[src/sv/ipml_pkg.sv]
package ipml_pkg;

    // Field widths
    localparam int IP_W    = 32;
    localparam int MAC_W   = 48;
    localparam int ENTRY_W = IP_W + MAC_W;

    // Learn status codes
    localparam logic [1:0] ST_LEARNED = 2'd0;
    localparam logic [1:0] ST_KNOWN   = 2'd1;
    localparam logic [1:0] ST_IGNORED = 2'd2;
    localparam logic [1:0] ST_FULL    = 2'd3;

    // Request kinds on the input word
    localparam logic REQ_LEARN  = 1'b0;
    localparam logic REQ_LOOKUP = 1'b1;

    typedef struct packed {
        logic              req_type;
        logic              has_ipv4;
        logic [IP_W-1:0]   ip_address;
        logic [MAC_W-1:0]  source_mac;
    } t_req;

    typedef struct packed {
        logic [1:0]        learn_status;
        logic              found;
        logic [MAC_W-1:0]  mac_out;
    } t_rsp;

    // Classified command handed from front to engine
    typedef enum logic [1:0] {
        OP_LEARN,
        OP_LOOKUP,
        OP_IGNORE
    } t_cmd_op;

    typedef struct packed {
        t_cmd_op           op;
        logic [IP_W-1:0]   ip;
        logic [MAC_W-1:0]  mac;
    } t_cmd;

    typedef enum logic [1:0] {
        ENG_IDLE,
        ENG_SCAN,
        ENG_DONE
    } t_eng_state;

endpackage

[src/sv/ipml_front.sv]
module ipml_front (
    input  logic               i_clk,
    input  logic               i_rst_n,
    input  logic               i_valid,
    output logic               o_ready,
    input  ipml_pkg::t_req     i_req,
    output logic               o_cmd_vld,
    output ipml_pkg::t_cmd     o_cmd,
    input  logic               i_cmd_pop
);

    // two-entry command queue
    ipml_pkg::t_cmd r_slot [2];
    logic           r_wr_ptr, n_wr_ptr;
    logic           r_rd_ptr, n_rd_ptr;
    logic [1:0]     r_fill,   n_fill;
    ipml_pkg::t_cmd cmd_in;
    logic           push;
    logic           pop;

    // classify the incoming word
    always_comb begin
        cmd_in.ip  = i_req.ip_address;
        cmd_in.mac = i_req.source_mac;
        if (i_req.req_type == ipml_pkg::REQ_LOOKUP) begin
            cmd_in.op = ipml_pkg::OP_LOOKUP;
        end else if (!i_req.has_ipv4 || (i_req.ip_address == '0)) begin
            cmd_in.op = ipml_pkg::OP_IGNORE;
        end else begin
            cmd_in.op = ipml_pkg::OP_LEARN;
        end
    end

    assign o_ready   = (r_fill != 2'd2);
    assign push      = i_valid && o_ready;
    assign pop       = i_cmd_pop && (r_fill != 2'd0);
    assign o_cmd_vld = (r_fill != 2'd0);
    assign o_cmd     = r_slot[r_rd_ptr];

    // pointer and fill update
    always_comb begin
        n_wr_ptr = push ? ~r_wr_ptr : r_wr_ptr;
        n_rd_ptr = pop  ? ~r_rd_ptr : r_rd_ptr;
        n_fill   = r_fill;
        if (push && !pop) begin
            n_fill = r_fill + 2'd1;
        end else if (pop && !push) begin
            n_fill = r_fill - 2'd1;
        end
    end

    always_ff @(posedge i_clk) begin
        if (!i_rst_n) begin
            r_wr_ptr <= 1'b0;
            r_rd_ptr <= 1'b0;
            r_fill   <= 2'd0;
        end else begin
            r_wr_ptr <= n_wr_ptr;
            r_rd_ptr <= n_rd_ptr;
            r_fill   <= n_fill;
        end
    end

    // queue storage, no reset
    always_ff @(posedge i_clk) begin
        if (push) begin
            r_slot[r_wr_ptr] <= cmd_in;
        end
    end

endmodule

[config.mk]
export PLATFORM = sky130hd
export DESIGN_NAME = ipml_front
export DESIGN_NICKNAME = d
export VERILOG_FILES = /design/src/sv/ipml_pkg.sv /design/src/sv/ipml_front.sv
export SDC_FILE = /design/constraint.sdc
export NUM_CORES = 1
export LEC_CHECK = 0
export BUFFER_PORTS_ARGS = -buffer_cell sky130_fd_sc_hd__buf_2
export CAP_MARGIN = 20
export CORE_ASPECT_RATIO = 0.6
export CORE_MARGIN = 5
export CORE_UTILIZATION = 25
export CTS_CLUSTER_SIZE = 40
export DETAILED_ROUTE_END_ITERATION = 16
export PLACE_DENSITY = 0.54
export REMOVE_ABC_BUFFERS = 1
export SLEW_MARGIN = 10
export SYNTH_ARGS = -nofsm -noshare
export SYNTH_HDL_FRONTEND = slang
export SYNTH_SLANG_ARGS = --single-unit
[constraint.sdc]
create_clock -name i_clk -period 8.53 [get_ports i_clk]
set_input_delay 2.1325 -clock i_clk [delete_from_list [all_inputs] [get_ports i_clk]]
set_output_delay 2.1325 -clock i_clk [all_outputs]
set_load 0.02 [all_outputs]
==> results of run 1 <==
[worst max-delay path, stage by stage, from the launching register on]
cell and delay, ns:
dfxtp_4 0.33, buf_4 0.42, buf_16 0.32, mux2_2 0.41, buf_2 0.17
[flip-flops by register name, summed over array words and instances, names as in the netlist, named ones only]
name and cells:
r_rd_ptr 1, r_fill 2, r_wr_ptr 1, r_slot 164
[metal layers]
metal  track usage (%)  wire [µm]
met1              13.2       6680
met5                 0          7
met4              4.08        216
met2              13.5       5750
met3              3.95        940
[per-stage QoR]
step	hold slack (ns)	std cells	power [W]	cell area, µm²	util [%]
CTS	0.551	808	0.00258	8020	32.8
floorplan	0.505	282	0.00159	6160	-
global route	0.564	809	0.00267	8050	32.9
finish	0.550	809	0.00254	8050	32.9
global placement	0.513	776	0.00181	7450	30.5
detailed placement	0.541	776	0.00182	7450	30.5
[area by class of cell]
type                       instances  area, µm²
timing repair buffer             173        896
clock buffer                      17        425
sequential                       169       5030
inverter                           1       3.75
tap                              322        403
clock inverter                    15        140
multi-input combinational        112       1150
fill                            2393      16400
[where the power goes]
group          total, W  leakage, nW  internal (W)  switching [W]
registers       0.00109         1.57       0.00106      0.0000293
clock network  0.000742        0.280      0.000408       0.000334
logic          0.000707         1.07      0.000274       0.000432
[worst max path at each step]
| stage | from | endpoint | slack [ns] | cells past startpoint |
|---|---|---|---|---|
| floorplan | i_valid | r_slot[0][0] | 2.37 | 2 |
| global placement | i_valid | r_slot[0][7] | 4.21 | 4 |
| detailed placement | i_valid | r_slot[0][31] | 4.15 | 4 |
| CTS | flip-flop | o_cmd[4] | 4.02 | 3 |
| global route | flip-flop | o_cmd[4] | 4.16 | 4 |
| finish | flip-flop | o_cmd[24] | 4.28 | 4 |
[cell families (layout without fill, tap and decap cells)]
kind of cell               after synthesis  after routing
AOI/OAI and AO/OA                        3              3
xor gates and xnor gates                 4              4
adders and majority gates                1              1
buffers and inverters                   10            206
DFF                                    169            169
muxes                                   82             82
and+or+nand+nor                         22             22
[cell usage in the layout (no fill, tap or decap), types with 4 or more instances in the layout]
cell | synthesis | layout
buf_2 | 0 | 169
edfxtp_1 | 164 | 164
mux2_2 | 82 | 82
clkbuf_16 | 0 | 17
nor4_1 | 8 | 8
and2_1 | 4 | 4
inv_6 | 0 | 4
dfxtp_1 | 5 | 4
==> results.md, run 1 <==
- Drt wl/cell: 16.8 µm
- Worst Hold Class: reg2reg
- Layout cells sized above 1: roughly 60%
- Largest net degree at the start of global routing: just over 80
- Clk buf depth: 2
- Post-Route WL: approximately 14000 µm
- Top Ports: 170
- EDFF count, synth: 164
- Fmax: ~0.24 GHz
- Cell Pwr Density: roughly 320 nW/µm²
- Final Hold Vio Count: 0
- Initial Util: between 20% and 30%
- Die width: between 200 and 250 µm
- Number of global-route vias before repair: between 3000 and 4000
- HP Start: r_fill[1]
- Mapped cell area: roughly 6300 µm²
- Measured slew at the worst slew-check pin: approximately 1 ns
- RR Startpoint: r_fill[0]
- Initial antenna violation count: 1
- Setup violators final: 0
- Area contributors post-synth: edfxtp_1, mux2_2, dfxtp_1, buf_6, nor4_1
- Yosys warns: 0
- Largest family of logic cells by synthesized area: multiplexers
- Maximum VDD drop: approximately 0.13 mV
- Worst reg2reg path depth: 4
- Via count: around 3300
- Synth top area share: 78.6%
- Area share of xor/xnor cells in the synthesized design: less than 1%
- Num CTS Buffers: 17
- Tcrit/Tclk final: 49.9%
- Endpoint class of the critical path: output pin
- Final Max Tran Viols: 0
- Synth top cells by count: edfxtp_1, mux2_2, buf_6, nor4_1, dfxtp_1
- Clk sinks: roughly 170
- Simple-gate area share of the yosys netlist: between 2 and 2.5%
- Mux contribution to synthesized area: between 10% and 20%
- Initial DRT Pass Iterations: 4
- Remaining Overflow, GRT: 0
- Post-route worst setup slack: 4.28 ns
- Fin crit period: roughly 4.3 ns
- CTS-repair resized insts: 0
- Outcome: completed
- Seq/Total Area, Yosys: approximately four fifths
- Leakage: a little under 3 nW
- DIE HEIGHT: about 130 µm
- Row count: 44
- Flop-to-flop setup slack: roughly 5.9 ns
- Gate Count Post-Synth: approximately 290
- CP startpoint kind: flip-flop
- Place WS: roughly 4.1 ns
- Worst-path clk slew: roughly 0.070 ns
- Max_slew headroom: about a third
- Core footprint: between 20000 and 25000 µm²
- DRC Markers: 0
- Reg-to-Reg End: r_slot[0][46]
- Flops & latches, synth: ~170
- Skew final: 0.0118 ns
- Vias per cell: slightly above 4
- Netlist cell types: 22
- WHS Endpoint: r_fill[1]
- Most common cell in the netlist: edfxtp_1
- Max_cap viols: 0
- Asr flop ratio synth: 0%
- Worst EP arrival: about 2.1 ns
- Routability congestion estimate: around 0.74
- Top FF cell, synth: edfxtp_1
- Post-CTS setup buffer count: 0
- Hold_buf cts: 0
- CTS H-tree lvls: 4
- Die area: 28400 µm²
- First-pass GRT wire length: 20800 µm
- Fin nets: approximately 560
- CTS tree: built
- Worst Path Required: around 6.4 ns
- Adder-cell share of the synthesized area: less than 1%
- Synth Area in Compound Gates: less than 1%
- All-Layer GR Usage: 9.65%
- Worst Path Class, Setup: reg2out
- Final ANT Viol Nets: 0
- Avg Cell Area, Syn: 21.5 µm²
- Unrepaired setup endpoints after global routing: false
- N_diodes: 0
- Setup TNS: 0 ns
- Final HPWL DP: ~9200 µm
- PortBufs: 169
- Initial DRC count: 130
- Clk_lat worst skew: ~0.43 ns
- Root Buffer: clkbuf_16
- Critical path fanouts, max: 49
- Largest area contributor in the netlist: edfxtp_1
- Area grow syn2layout: 28.5%
- Hold depth: 2
No activity file was read; power rests on OpenSTA's default activity.
==> run 2: changes to the inputs <==
Settings changed: PLACE_DENSITY 0.54 to 0.56.
Clock period 8.53 ns to 3.55 ns, I/O delays scaled along.
==> run 2 against run 1 <==
Compared with the run above:
- routed wire length grew 0.54%
- hold slack improved by 0.017 ns
- sequential cell count stayed put
- global-route usage about the same
- clock skew is 0.0014 ns higher
- cell count rose by 0.12%
- critical path type unchanged
==> results.md, run 2 (synthesis gave the netlist of run 1 again) <==
- All-Layer GR Usage: around a tenth
- Clk buf depth: 2
- DIE HEIGHT: between 100 and 150 µm
- Fin nets: between 500 and 600
- N_diodes: 0
- PortBufs: between 150 and 200
- Core Util, Final: approximately a third
- Initial Util: 25.6%
- Fin crit period: approximately 2.9 ns
- Root Buffer: clkbuf_16
- Number of global-route vias before repair: approximately 3700
- Leakage: slightly below 3 nW
- Layout cells sized above 1: approximately three fifths
- Post-route worst setup slack: roughly 0.65 ns
- Outcome: completed
- Commonest non-fill, non-tap cell in the layout: buf_2
- Largest net degree at the start of global routing: 45
- Num CTS Buffers: 17
- Fmax: between 0.3 and 0.4 GHz
- Skew final: approximately 0.013 ns
- Final Max Tran Viols: 0
- Remaining Overflow, GRT: 0
- Buf/Inv on CP: 2
- Cell Pwr Density: 774 nW/µm²
- Post-Route WL: 13700 µm
- Measured slew at the worst slew-check pin: 0.650 ns
- Hold_ws: roughly 0.57 ns
- Critical path fanouts, max: 35
- Final HPWL DP: around 9200 µm
- Slowest-stage cell, CP: dfxtp_4
- Post-CTS setup buffer count: 0
- Top reg by flops: r_slot
- Cell Chain, Critical Path: buf_4, mux2_2, buf_2
- Core footprint: roughly 24000 µm²
- CTS tree: built
- Most frequent cells in the layout: buf_2, edfxtp_1, mux2_2
- CP startpoint kind: flip-flop
- First-pass GRT wire length: 21000 µm
- Endpoint class of the critical path: output pin
- Routability congestion estimate: 0.762
- Fin area: approximately 8100 µm²
- Max_slew headroom: between 50% and 60%
- Area occupied by multi-input gates: about 1100 µm²
- Clk_lat worst skew: 0.43 ns
- Top Ports: 170
- Hold_buf cts: 0
- Initial DRC count: about 140
- Worst path max stage delay: slightly below 0.7 ns
- Worst Path Required: 2.66 ns
- Dpl cell area: between 7000 and 8000 µm²
- Die area: 28400 µm²
- Area grow syn2layout: 29.6%
- Die width: around 210 µm
- Row count: 44
- CTS-repair resized insts: 0
- Unrepaired setup endpoints after global routing: false
- Setup violators final: 0
- Worst Path Class, Setup: reg2out
- Sequential Area: 5030 µm²
- Worst EP arrival: approximately 2 ns
- Vias per cell: slightly above 4
- CTS H-tree lvls: 4
- Drt wl/cell: 16.9 µm
- DRC Markers: 0
- Tcrit/Tclk final: roughly four fifths
- Final Hold Vio Count: 0
- Critical path's top delay family: flip-flops
- Clk sinks: between 150 and 200
- Via count: 3340
- Worst Hold Class: reg2reg
- Number of flip-flops in the largest register: 164
- Maximum VDD drop: 0.279 mV
- Place WS: 1.07 ns
- Initial antenna violation count: 0
- Final ANT Viol Nets: 0
- Initial DRT Pass Iterations: 4
- Worst-path clk slew: 0.07 ns
- Layout fillers: between 2000 and 2500
- Max_cap viols: 0
- Top flop regs: r_slot x164, r_fill x2
run 2: cell count changes in the layout (fill, tap and decap cells not counted), moves of 2 or more:
cell,previous run,this run
buf_12,0,2
bufinv_16,1,4
clkinv_4,3,0
inv_8,2,0
run 2: final timing paths:
check,cells after the start,startpoint,slack (ns),to
worst min-delay path,2,r_fill[1],0.57,r_fill[1]
worst max-delay path,3,flip-flop,0.65,o_cmd[60]
worst min register to register,2,r_fill[1],0.57,r_fill[1]
worst max register to register,3,r_fill[0],1.64,r_slot[1][77]
run 2: where the power goes:
group          leakage (nW)  switching, W  total (W)  internal [W]
Sequential             1.57      0.000139    0.00269       0.00255
Clock                 0.302      0.000773    0.00196       0.00119
Combinational          1.07      0.000964    0.00163      0.000661
Total                  2.95       0.00188    0.00628       0.00440
run 2: worst min-delay path, stage by stage (launching register included):
cell      delay (ns)
dfxtp_1         0.36
o21ai_0         0.10
a21boi_1        0.06
run 2: per-layer routing:
metal	track usage, %	share of wire (%)	vias to the layer above
met5	0	0	-
met4	3.32	1.2	0
met3	4.34	7.1	11
met2	15.0	46	116
met1	12.2	46	1685
li1	-	-	1528
run 2: final cells by class:
type / instances / area share, %
multi-input combinational: 112 / 14.2
tap: 322 / 4.96
timing repair buffer: 174 / 11.2
inverter: 1 / 0.0463
clock buffer: 18 / 5.29
clock inverter: 14 / 2.39
sequential: 169 / 62.0
run 2: per-stage QoR:
stage                     std cells  total power, W  setup TNS (ns)
after global placement          778         0.00436               0
after floorplan                 282         0.00381         -112.22
after CTS                       810         0.00639               0
after detailed placement        778         0.00439               0
after global routing            810         0.00659               0
final                           810         0.00628               0
